`config.mk`:
```
export PLATFORM = sky130hd
export DESIGN_NAME = dnsrp_name_buf
export DESIGN_NICKNAME = d
export VERILOG_FILES = /design/src/hw/rtl/dnsrp_pkg.sv /design/src/hw/rtl/dnsrp_name_buf.sv
export SDC_FILE = /design/constraint.sdc
export NUM_CORES = 2
export LEC_CHECK = 0
export BUFFER_PORTS_ARGS = -buffer_cell sky130_fd_sc_hd__buf_2
export CAP_MARGIN = 15
export CORE_MARGIN = 2
export CORE_UTILIZATION = 55
export DETAILED_ROUTE_END_ITERATION = 7
export GPL_ROUTABILITY_DRIVEN = 0
export PLACE_DENSITY = 0.73
export SETUP_SLACK_MARGIN = 0.4
export SYNTH_ARGS = -nofsm -noshare
export SYNTH_HDL_FRONTEND = slang
export SYNTH_SLANG_ARGS = --single-unit
```
`constraint.sdc`:
```
create_clock -name clk -period 2.5 [get_ports clk]
set_clock_uncertainty 0.2 [all_clocks]
set_input_delay 0.5 -clock clk [delete_from_list [all_inputs] [get_ports clk]]
set_output_delay 0.5 -clock clk [all_outputs]
set_load 0.005 [all_outputs]
```
`src/hw/rtl/dnsrp_pkg.sv`:
```
// Shared types, codes and constants of the DNS record parser.
package dnsrp_pkg;

    localparam int PACKET_BYTES_DEF = 512;
    localparam int NAME_BYTES_DEF   = 256;

    localparam logic [7:0]  PTR_MARK          = 8'hC0;
    localparam logic [13:0] PTR_MASK          = 14'h3FFF;
    localparam logic [9:0]  OFFSET_CAP        = 10'd512;
    localparam logic [15:0] RDATA_LIMIT_RESET = 16'd10000;
    localparam logic [7:0]  JUMP_LIMIT_RESET  = 8'd16;
    localparam logic [3:0]  FIELDS_QUESTION   = 4'd4;
    localparam logic [3:0]  FIELDS_RECORD     = 4'd10;
    localparam logic [3:0]  RDATA_SKIP        = 4'd10;

    typedef enum logic [1:0] {
        ACT_WRITE = 2'd0,
        ACT_PARSE = 2'd1,
        ACT_READ  = 2'd2,
        ACT_NONE  = 2'd3
    } action_t;

    typedef enum logic [2:0] {
        ST_OK        = 3'd0,
        ST_PAST_END  = 3'd1,
        ST_JUMPS     = 3'd2,
        ST_NAME_LONG = 3'd3,
        ST_OVERSIZE  = 3'd4
    } status_t;

    typedef enum logic [0:0] {
        CFG_RDATA_LIMIT = 1'd0,
        CFG_JUMP_LIMIT  = 1'd1
    } cfg_reg_t;

    typedef struct packed {
        logic [1:0] action;
        logic [8:0] byte_address;
        logic [7:0] byte_value;
        logic       entry_kind;
        logic [7:0] name_index;
    } req_t;

    typedef struct packed {
        logic [2:0]  status;
        logic [15:0] record_type;
        logic [15:0] record_class;
        logic [31:0] time_to_live;
        logic [15:0] rdata_length;
        logic [9:0]  rdata_offset;
        logic [9:0]  next_offset;
        logic [8:0]  name_length;
        logic        was_compressed;
        logic [7:0]  name_byte;
    } res_t;

    typedef struct packed {
        logic       en;
        logic [8:0] addr;
        logic [7:0] data;
    } pkt_wr_t;

    typedef struct packed {
        logic       en;
        logic [7:0] data;
    } name_wr_t;

    // Walk position: holds any 14-bit pointer target and a label step past the store end.
    function automatic int pos_width(input int packet_bytes);
        int w;
        w = $clog2(packet_bytes) + 2;
        return (w > 15) ? w : 15;
    endfunction

    function automatic int len_width(input int packet_bytes);
        return $clog2(packet_bytes + 1);
    endfunction

endpackage

```
`src/hw/rtl/dnsrp_name_buf.sv`:
```
// Decoded name store: one write port, one registered read port.
module dnsrp_name_buf #(
    parameter int NAME_BYTES = dnsrp_pkg::NAME_BYTES_DEF
) (
    input  logic                          clk,
    input  dnsrp_pkg::name_wr_t           name_wr,
    input  logic [$clog2(NAME_BYTES)-1:0] wr_addr,
    input  logic [$clog2(NAME_BYTES)-1:0] rd_addr,
    output logic [7:0]                    rd_data
);
    import dnsrp_pkg::*;

    logic [7:0] mem [NAME_BYTES];
    logic [7:0] rd_data_reg;

    always_ff @(posedge clk)
    begin
        if (name_wr.en)
        begin
            mem[wr_addr] <= name_wr.data;
        end
        rd_data_reg <= mem[rd_addr];
    end

    assign rd_data = rd_data_reg;
endmodule

```
==> results.yml <==
layout:
  syn2layout_area_growth_pct: 18.55
  fill_cells: 9052
  nets: 4370
  largest_reg_flops: 2048
  drive_above_1_share_pct: 34.62
global_route:
  grt_pass1_wl_um: 290900
  grt_antenna_before_repair: 11
  grt_max_degree: 81
  grt_pass1_vias: 41810
  grt_overflow: 0
  grt_usage_pct: 27.52
synth:
  syn-cell-area_sq_mm: 0.07956
  syn_nets: 3759
  yosys_warnings: 0
  synth_edf_count: 2048
  synth-async-reset-ratio_pct: 0
  synthCells: 3733
  avgSynthCellArea_sq_um: 21.31
  synth-seq-cells: 2056
  seq_area_frac_synth_pct: 77.50
  synth_ff_type: "edfxtp_1"
  yosysUniqueCellTypes: 55
pwr:
  vdd_drop_max_v: 0.0008327
  pwr_density_cell_mw_per_mm2: 752.6
  p_leak_nw: 30.18
  total_power_mw: 70.98
sta:
  fmax_mhz: 395.5
  slew_headroom_pct: 45.71
  setup_viol: 1
  min_period_ns: 2.528
  worstMarginPinSlew_ns: 0.8143
  slew_violations: 0
  rsz0062_at_grt: "yes"
  period_share_pct: 101.1
  hold_viol: 0
  worst_hold_slack_ns: 0.06710
  worst_slack_ns: -0.02842
clock_network:
  post-cts-setup-buffers: 0
  cts.sinks: 2056
  numCtsBuffers: 194
  cts_tree: "yes"
  clk_pin_slew_worst_paths_ns: 0.06
  clk_path_buf_depth: 3
  root_buffer: "clkbuf_16"
  cts_htree_levels: 4
  clk_latency_ns: 0.83
place:
  numPortBuffers: 33
  dp_hpwl_um: 127500
drt:
  ant_nets: 0
  via_per_inst: 6.494
  wl_per_cell_um: 31.27
  drt_iter0_markers: 5941
  via_count: 41570
  route.detailed.drc: 0
  drt_pre_antenna_iters: 6
  drt_wl_total_um: 200200
setup_path:
  critPathMaxFanout: 1
  path_class: "reg -> reg"
  ff2ff_setup_slack_ns: -0.03
  timing.rr.end: "rd_data[7]$_DFF_P_"
  worstPathRequired_ns: 3.00
  reg2reg_from: "mem[139][7]$_DFFE_PP_"
  reg2regPathDepth: 7
  startpoint_type: "flip-flop"
  end_kind: "flip-flop"
  worstPathArrival_ns: 3.02
die:
  rows: 139
  coreArea_sq_mm: 0.1437
  die_y_um: 384.3
  start_util_pct: 55.38
  dieArea_sq_mm: 0.1477
  fp.dieW_um: 384.3
  ioPinCount: 34
outcome:
  violations: "negative setup slack"
  status: "complete, but fails checks"
hold_path:
  whs_endpoint: "mem[220][4]$_DFFE_PP_"
  min_path_type: "in -> reg"
  holdPathStages: 1
  min_from: "name_wr[4]"
flow_run:
  cap_violations: 0
-- synthesized netlist by cell type, types with 3 or more instances --
library cell	instances	area, sq um
edfxtp_1	2048	61500
mux4_2	454	10220
nor2_1	282	1059
mux2i_1	134	1341
a22oi_1	133	998.5
clkbuf_1	111	416.7
a21oi_1	96	480.5
o221ai_1	46	402.9
nand3_1	34	170.2
nand2_1	33	123.9
buf_2	31	155.2
nor2b_1	31	193.9
o22ai_1	28	175.2
buf_4	27	202.7
nor4_1	24	150.1
buf_1	22	82.58
nor3_1	22	110.1
buf_6	21	236.5
a211oi_1	16	120.1
a221oi_1	13	113.9
buf_8	13	195.2
nand4_1	10	62.56
o211ai_1	10	75.07
o21ai_0	10	50.05
a22o_1	8	70.07
buf_12	8	160.2
dfxtp_1	8	160.2
nand2b_1	8	50.05
and2_1	6	37.54
o22a_1	5	43.79
o32ai_1	4	35.03
or2_2	4	25.02
nor4_2	3	37.54
-- worst max-delay path by stage --
stage	to	slack [ns]	startpoint
finish	rd_data[7]$_DFF_P_	-0.03	mem[139][7]$_DFFE_PP_
global route	rd_data[7]$_DFF_P_	-0.07	mem[139][7]$_DFFE_PP_
CTS	rd_data[7]$_DFF_P_	-0.03	mem[139][7]$_DFFE_PP_
detailed placement	rd_data[1]$_DFF_P_	-1.32	rd_addr[0]
global placement	rd_data[7]$_DFF_P_	-1.36	rd_addr[0]
floorplan	rd_data[0]$_DFF_P_	-0.02	rd_addr[0]
-- power by group --
| group | switching [mW] | internal (mW) |
|---|---|---|
| clock network | 12.4 | 16.3 |
| logic | 2.48 | 1.75 |
| registers | 0.0871 | 38.0 |
-- kinds of logic after synthesis --
family / synth area share [%]
flops: 77.50
mux: 14.62
simple gates: 2.628
compound gates: 3.419
buf+inv: 1.831
-- final cells by class --
class	instances	area [sq um]	area share, %
clock inverter	96	907.1	0.9618
multi-input combinational	1442	17700	18.77
antenna	2	5.005	0.005307
tap	1903	2381	2.525
sequential	2056	61680	65.40
timing repair buffer	648	6366	6.750
clock buffer	253	5264	5.581
inverter	2	7.507	0.007960
-- critical path, cell delays in order (launching register included) --
cell	delay (ns)
edfxtp_1	0.36
mux4_2	0.50
mux4_2	0.58
nor2_4	0.13
a2111oi_2	0.06
buf_4	0.17
nor3_4	0.32
nor4_2	0.09
-- per-layer routing --
metal	vias to the layer above	global-route usage [%]	wire (um)
met4	10	10.08	7520
li1	16950	-	-
met2	2481	42.87	95700
met5	-	0	71
met1	21730	39.02	75270
met3	398	5.791	21610
-- through the flow --
stage / area (sq um) / setup slack, ns / util, % / instances / TNS [ns]
floorplan: 80700 / -0.01883 / - / 3733 / -0.08263
global placement: 87600 / -1.361 / 60.98 / 6048 / -8.669
detailed placement: 87600 / -1.319 / 60.98 / 6048 / -8.968
CTS: 94180 / -0.03081 / 65.56 / 6400 / -0.06672
global route: 94310 / -0.07026 / 65.65 / 6401 / -0.1390
finish: 94310 / -0.02842 / 65.65 / 6402 / -0.02842
-- timing repair --
item / CTS / global route
gates cloned: 1 / 0
setup endpoints to repair: 16 / 9
hold buffers: 2 / 0
pin swaps: 11 / 9
hold endpoints to repair: 49 / 0
gates resized for setup: 69 / 21
-- placed cells by master (no fill, tap or decap), types with 10 or more instances in the layout --
cell type,count
a211oi_1,11
a21oi_1,95
a22oi_1,130
buf_12,109
buf_2,19
buf_4,496
bufinv_16,14
clkbuf_1,47
clkbuf_16,200
clkbuf_8,14
clkinv_1,33
clkinv_2,29
edfxtp_1,2048
mux2i_1,134
mux4_2,454
nand2_1,33
nand3_1,23
nand3_2,11
nand4_1,10
nor2_1,176
nor2_4,102
nor2b_1,28
nor3_1,15
nor4_2,13
o211ai_1,10
o21ai_0,10
o221ai_1,45
o22ai_1,28
(Power assumes the default switching activity.)
