$ cat config.mk
export PLATFORM = sky130hd
export DESIGN_NAME = dnsrp_packet_buf
export DESIGN_NICKNAME = d
export VERILOG_FILES = /design/src/hw/rtl/dnsrp_pkg.sv /design/src/hw/rtl/dnsrp_packet_buf.sv
export SDC_FILE = /design/constraint.sdc
export NUM_CORES = 2
export LEC_CHECK = 0
export BUFFER_PORTS_ARGS = -buffer_cell sky130_fd_sc_hd__buf_2
export CAP_MARGIN = 20
export CORE_ASPECT_RATIO = 1.25
export CORE_UTILIZATION = 40
export CTS_BUF_LIST = sky130_fd_sc_hd__clkbuf_8
export CTS_CLUSTER_SIZE = 12
export DETAILED_ROUTE_END_ITERATION = 10
export GPL_TIMING_DRIVEN = 1
export PLACE_DENSITY = 0.53
export SETUP_SLACK_MARGIN = 0.02
export SKIP_LAST_GASP = 1
export SYNTH_ARGS = -nofsm -noshare
export SYNTH_HDL_FRONTEND = slang
export SYNTH_SLANG_ARGS = --single-unit
$ cat constraint.sdc
create_clock -name clk -period 3.7 [get_ports clk]
set_input_delay 0.555 -clock clk [delete_from_list [all_inputs] [get_ports clk]]
set_output_delay 0.555 -clock clk [all_outputs]
set_load 0.02 [all_outputs]
$ cat src/hw/rtl/dnsrp_pkg.sv
// Shared types, codes and constants of the DNS record parser.
package dnsrp_pkg;

    localparam int PACKET_BYTES_DEF = 512;
    localparam int NAME_BYTES_DEF   = 256;

    localparam logic [7:0]  PTR_MARK          = 8'hC0;
    localparam logic [13:0] PTR_MASK          = 14'h3FFF;
    localparam logic [9:0]  OFFSET_CAP        = 10'd512;
    localparam logic [15:0] RDATA_LIMIT_RESET = 16'd10000;
    localparam logic [7:0]  JUMP_LIMIT_RESET  = 8'd16;
    localparam logic [3:0]  FIELDS_QUESTION   = 4'd4;
    localparam logic [3:0]  FIELDS_RECORD     = 4'd10;
    localparam logic [3:0]  RDATA_SKIP        = 4'd10;

    typedef enum logic [1:0] {
        ACT_WRITE = 2'd0,
        ACT_PARSE = 2'd1,
        ACT_READ  = 2'd2,
        ACT_NONE  = 2'd3
    } action_t;

    typedef enum logic [2:0] {
        ST_OK        = 3'd0,
        ST_PAST_END  = 3'd1,
        ST_JUMPS     = 3'd2,
        ST_NAME_LONG = 3'd3,
        ST_OVERSIZE  = 3'd4
    } status_t;

    typedef enum logic [0:0] {
        CFG_RDATA_LIMIT = 1'd0,
        CFG_JUMP_LIMIT  = 1'd1
    } cfg_reg_t;

    typedef struct packed {
        logic [1:0] action;
        logic [8:0] byte_address;
        logic [7:0] byte_value;
        logic       entry_kind;
        logic [7:0] name_index;
    } req_t;

    typedef struct packed {
        logic [2:0]  status;
        logic [15:0] record_type;
        logic [15:0] record_class;
        logic [31:0] time_to_live;
        logic [15:0] rdata_length;
        logic [9:0]  rdata_offset;
        logic [9:0]  next_offset;
        logic [8:0]  name_length;
        logic        was_compressed;
        logic [7:0]  name_byte;
    } res_t;

    typedef struct packed {
        logic       en;
        logic [8:0] addr;
        logic [7:0] data;
    } pkt_wr_t;

    typedef struct packed {
        logic       en;
        logic [7:0] data;
    } name_wr_t;

    // Walk position: holds any 14-bit pointer target and a label step past the store end.
    function automatic int pos_width(input int packet_bytes);
        int w;
        w = $clog2(packet_bytes) + 2;
        return (w > 15) ? w : 15;
    endfunction

    function automatic int len_width(input int packet_bytes);
        return $clog2(packet_bytes + 1);
    endfunction

endpackage

$ cat src/hw/rtl/dnsrp_packet_buf.sv
// Packet byte store with loaded length and one registered read port.
module dnsrp_packet_buf #(
    parameter int PACKET_BYTES = dnsrp_pkg::PACKET_BYTES_DEF
) (
    input  logic                                              clk,
    input  logic                                              rst_n,
    input  dnsrp_pkg::pkt_wr_t                                pkt_wr,
    input  logic [dnsrp_pkg::pos_width(PACKET_BYTES)-1:0]     rd_addr,
    output logic [7:0]                                        rd_data,
    output logic                                              rd_ok,
    output logic [dnsrp_pkg::len_width(PACKET_BYTES)-1:0]     loaded_length
);
    import dnsrp_pkg::*;

    localparam int AW    = $clog2(PACKET_BYTES);
    localparam int POS_W = pos_width(PACKET_BYTES);
    localparam int LEN_W = len_width(PACKET_BYTES);

    logic [7:0]       mem [PACKET_BYTES];
    logic [7:0]       rd_data_reg;
    logic             rd_ok_reg;
    logic [LEN_W-1:0] loaded_reg;
    logic             wr_in_range;
    logic [POS_W-1:0] wr_top;

    assign wr_in_range = POS_W'(pkt_wr.addr) < POS_W'(PACKET_BYTES);
    assign wr_top      = POS_W'(pkt_wr.addr) + POS_W'(1);

    always_ff @(posedge clk)
    begin
        if (pkt_wr.en && wr_in_range)
        begin
            mem[AW'(pkt_wr.addr)] <= pkt_wr.data;
        end
        rd_data_reg <= mem[rd_addr[AW-1:0]];
    end

    // A byte is readable only below the loaded length, which never exceeds the store.
    always_ff @(posedge clk or negedge rst_n)
    begin
        if (!rst_n)
        begin
            loaded_reg <= '0;
            rd_ok_reg  <= 1'b0;
        end
        else
        begin
            rd_ok_reg <= rd_addr < POS_W'(loaded_reg);
            if (pkt_wr.en && wr_in_range && (wr_top > POS_W'(loaded_reg)))
            begin
                loaded_reg <= LEN_W'(wr_top);
            end
        end
    end

    assign rd_data       = rd_data_reg;
    assign rd_ok         = rd_ok_reg;
    assign loaded_length = loaded_reg;
endmodule

==> flow_metrics.py <==
metrics = {
    "die": {
        "rows": 259,
        "initial_core_util_pct": 40.2,
        "die_w_um": 568,
        "io_pins": 54,
        "dieArea_um2": 403000,
        "die_y_um": 710,
        "core_um2": 398000,
    },
    "power_and_ir_drop": {
        "clockPowerShare_pct": 38.3,
        "powerDensity_nw_per_um2": 493,
        "switchingPower_mw": 20.8,
        "irDropWorstVdd_uv": 297,
        "comb_power_share_pct": 5.6,
        "power.share.switching_pct": 22.7,
        "p_int_mw": 70.8,
        "power_frac_seq_pct": 56.1,
        "p_leak_nw": 60.6,
    },
    "critical_path": {
        "path_cells": "dlygate4sd3_1 -> buf_2 -> nand3_1 -> dlygate4sd3_1 -> nor2_1 -> nand2_1 -> xnor2_1 -> ha_1 -> and3_1 -> a221o_1 -> a211oi_2 -> nor2_4 -> nand2_1 -> dlygate4sd3_1 -> o21ai_0",
        "end_kind": "flip-flop",
        "crit_buf_inv": 4,
        "crit_arrival_ps": 4490,
        "crit_top_cell": "dlygate4sd3_1",
        "critPathMaxStageDelay_ps": 610,
        "slowest_stage": "dlygate4sd3_1",
        "path_class": "input port to flip-flop",
        "required_ps": 4710,
        "start_kind": "input port",
        "critPathTopFamily": "buffers and inverters",
        "cp_max_fo": 19,
    },
    "sta": {
        "finalSetupTns_ps": 0,
        "hold_violations": 0,
        "fmaxAchievable_mhz": 287,
        "holdWs_ps": 154,
        "setup_ws_ps": 218,
        "relSlewSlack_pct": 27.3,
        "setup_viol": 0,
        "skew_ps": 73.9,
        "finalCritPeriodShare_pct": 94.1,
        "tightest_slew_ps": 1090,
        "slew_viol_final": 0,
        "finalCriticalPeriod_ps": 3480,
        "grt_setup_unrepaired": "no",
    },
    "detailed_routing": {
        "ant_nets": 0,
        "drtIter0Drc": 7752,
        "drt_pass1_iterations": 5,
        "vias": 79780,
        "drcViolationCount": 0,
        "wl_per_cell_um": 30.0,
        "via_per_inst": 5.54,
        "drt-total-wl_um": 431000,
    },
    "placement": {
        "place_area_um2": 174000,
        "dp_hpwl_um": 274000,
        "portBuffers": 53,
        "place_ws_ps": -489,
        "gp_congestion": 0.835,
    },
    "run_status": {
        "status": "completed",
    },
    "min_path": {
        "hold_class": "input port to flip-flop",
    },
    "yosys": {
        "synth_edf_count": 4096,
        "synthAdderAreaFrac_pct": 0.187,
        "yosysTopAreaCellShare_pct": 76.8,
        "ys_types": 57,
        "syn_nets": 7393,
        "synth-compound-area-share_pct": 2.38,
        "ys_async_sr_fraction_pct": 0.267,
        "synth_xor_area_share_pct": 0.0383,
        "synthMuxAreaShare_pct": 16.3,
        "avgSynthCellArea_um2": 21.8,
        "synth_top_family_by_area": "multiplexers",
        "synth_common_cells": "edfxtp_1, mux4_2, nor2_1",
        "synth.yosys.warnings": 0,
        "yosysMostFrequentCell": "edfxtp_1",
        "synth_seq_cells": 4115,
        "synth_area_leader_cell": "edfxtp_1",
        "synthesis.area_um2": 160000,
        "synthCells": 7334,
        "synth-simple-area-share_pct": 2.09,
        "yosys-top-cells-area": "edfxtp_1, mux4_2, mux2i_1, nor2_1, o21ai_0",
        "seq_area_frac_synth_pct": 77.0,
        "ys.flop_type": "edfxtp_1",
    },
    "clock_tree": {
        "cts_buffers": 634,
        "htreeDepth": 6,
        "clk_transition_reported_paths_ps": 70,
        "clock_sinks": 4115,
        "clock_latency_ps": 1140,
        "root_buffer": "clkbuf_8",
        "post-cts-setup-buffers": 0,
        "cts_tree": "built",
        "cts_buffer_depth": 4,
    },
    "global_route": {
        "gr-total-overflow": 0,
        "gr-usage-all-layers_pct": 21.3,
        "grt_first_pass_wirelength_um": 618000,
        "antenna_found_initial": 23,
        "grt_max_degree": 121,
        "grt_pass1_vias": 83975,
    },
    "finish": {
        "final_area_um2": 186000,
        "drive_above_1_share_pct": 33.3,
        "post-route-util_pct": 46.7,
        "nNetsFinal": 8748,
        "largest_register_ffs": 4096,
        "areaGrowthSynthToFinish_pct": 16.0,
    },
    "job": {
        "drv_cap": 0,
    },
}
-- final cells by class --
| class | instances | area, um2 |
|---|---|---|
| fill | 33084 | 212000 |
| clock inverter | 445 | 2260 |
| inverter | 13 | 48.8 |
| antenna | 20 | 50.0 |
| timing repair buffer | 1175 | 10500 |
| tap | 5220 | 6530 |
| multi-input combinational | 2750 | 33900 |
| sequential | 4115 | 123000 |
| clock buffer | 665 | 9150 |
-- through the flow --
stage,cells,power (mW)
after global routing,14389,94.6
after floorplan,7334,54.8
after global placement,13244,57.5
final,14403,91.6
after CTS,14383,92.6
after detailed placement,13245,57.5
-- kinds of logic (layout without fill, tap and decap cells) --
group / count (synthesis) / in the layout
simple gates: 828 / 828
compound gates: 565 / 565
buf+inv: 469 / 2298
xor+xnor: 7 / 7
fa+ha+maj: 24 / 24
flops: 4115 / 4115
other cells: 0 / 20
mux: 1326 / 1326
-- routing by layer --
metal	global-route usage, %	share of wire (%)
met5	0	0.012
met1	28.4	41
met2	36.0	50
met4	6.50	3.0
met3	3.56	6.2
-- power by group through the flow --
stage	logic, mW	registers (mW)	clock network, mW
6_report	5.12	51.4	35.1
2_1_floorplan	2.50	52.3	0
3_3_place_gp	5.11	52.4	0
4_1_cts	5.21	51.4	36.0
5_1_grt	5.38	51.4	37.8
3_5_place_dp	5.18	52.4	0
-- worst register-to-register path: stages, from the launching register on --
cell and delay [ps]:
edfxtp_1 360, mux4_2 470, mux2_2 300, o21ai_0 520, o21ai_0 250, a2111oi_2 950, buf_4 250, nor4_1 40
-- worst paths after layout --
check	from	end	slack, ps	depth (start not counted)
worst min-delay path	pkt_wr[12]	loaded_length[6]	150	6
max in group asynchronous	rst_n	rd_ok	2630	3
worst min register to register	loaded_length[0]	loaded_length[0]	630	1
worst max register to register	mem[120][4]	rd_data[4]	440	7
min in group asynchronous	rst_n	loaded_length[9]	560	3
worst max-delay path	pkt_wr[8]	loaded_length[9]	220	15
-- cell usage in the layout, fill, tap and decap left out, drive strengths merged, types with 53 or more instances in the layout --
master,synthesis,routed
edfxtp,4096,4096
buf,304,1146
mux4,1024,1024
clkbuf,152,666
nor2,560,560
inv,13,239
mux2i,235,235
o21ai,233,233
clkinv,0,189
nand2,165,165
mux2,67,67
a221oi,56,56
a21oi,53,53
-- timing repair --
action	in CTS	in global routing
endpoints found under the hold margin	282	0
endpoints found under the setup margin	0	3
hold buffers	28	0
resized for setup	0	3
Note: power is estimated with default switching activity, not from simulation.
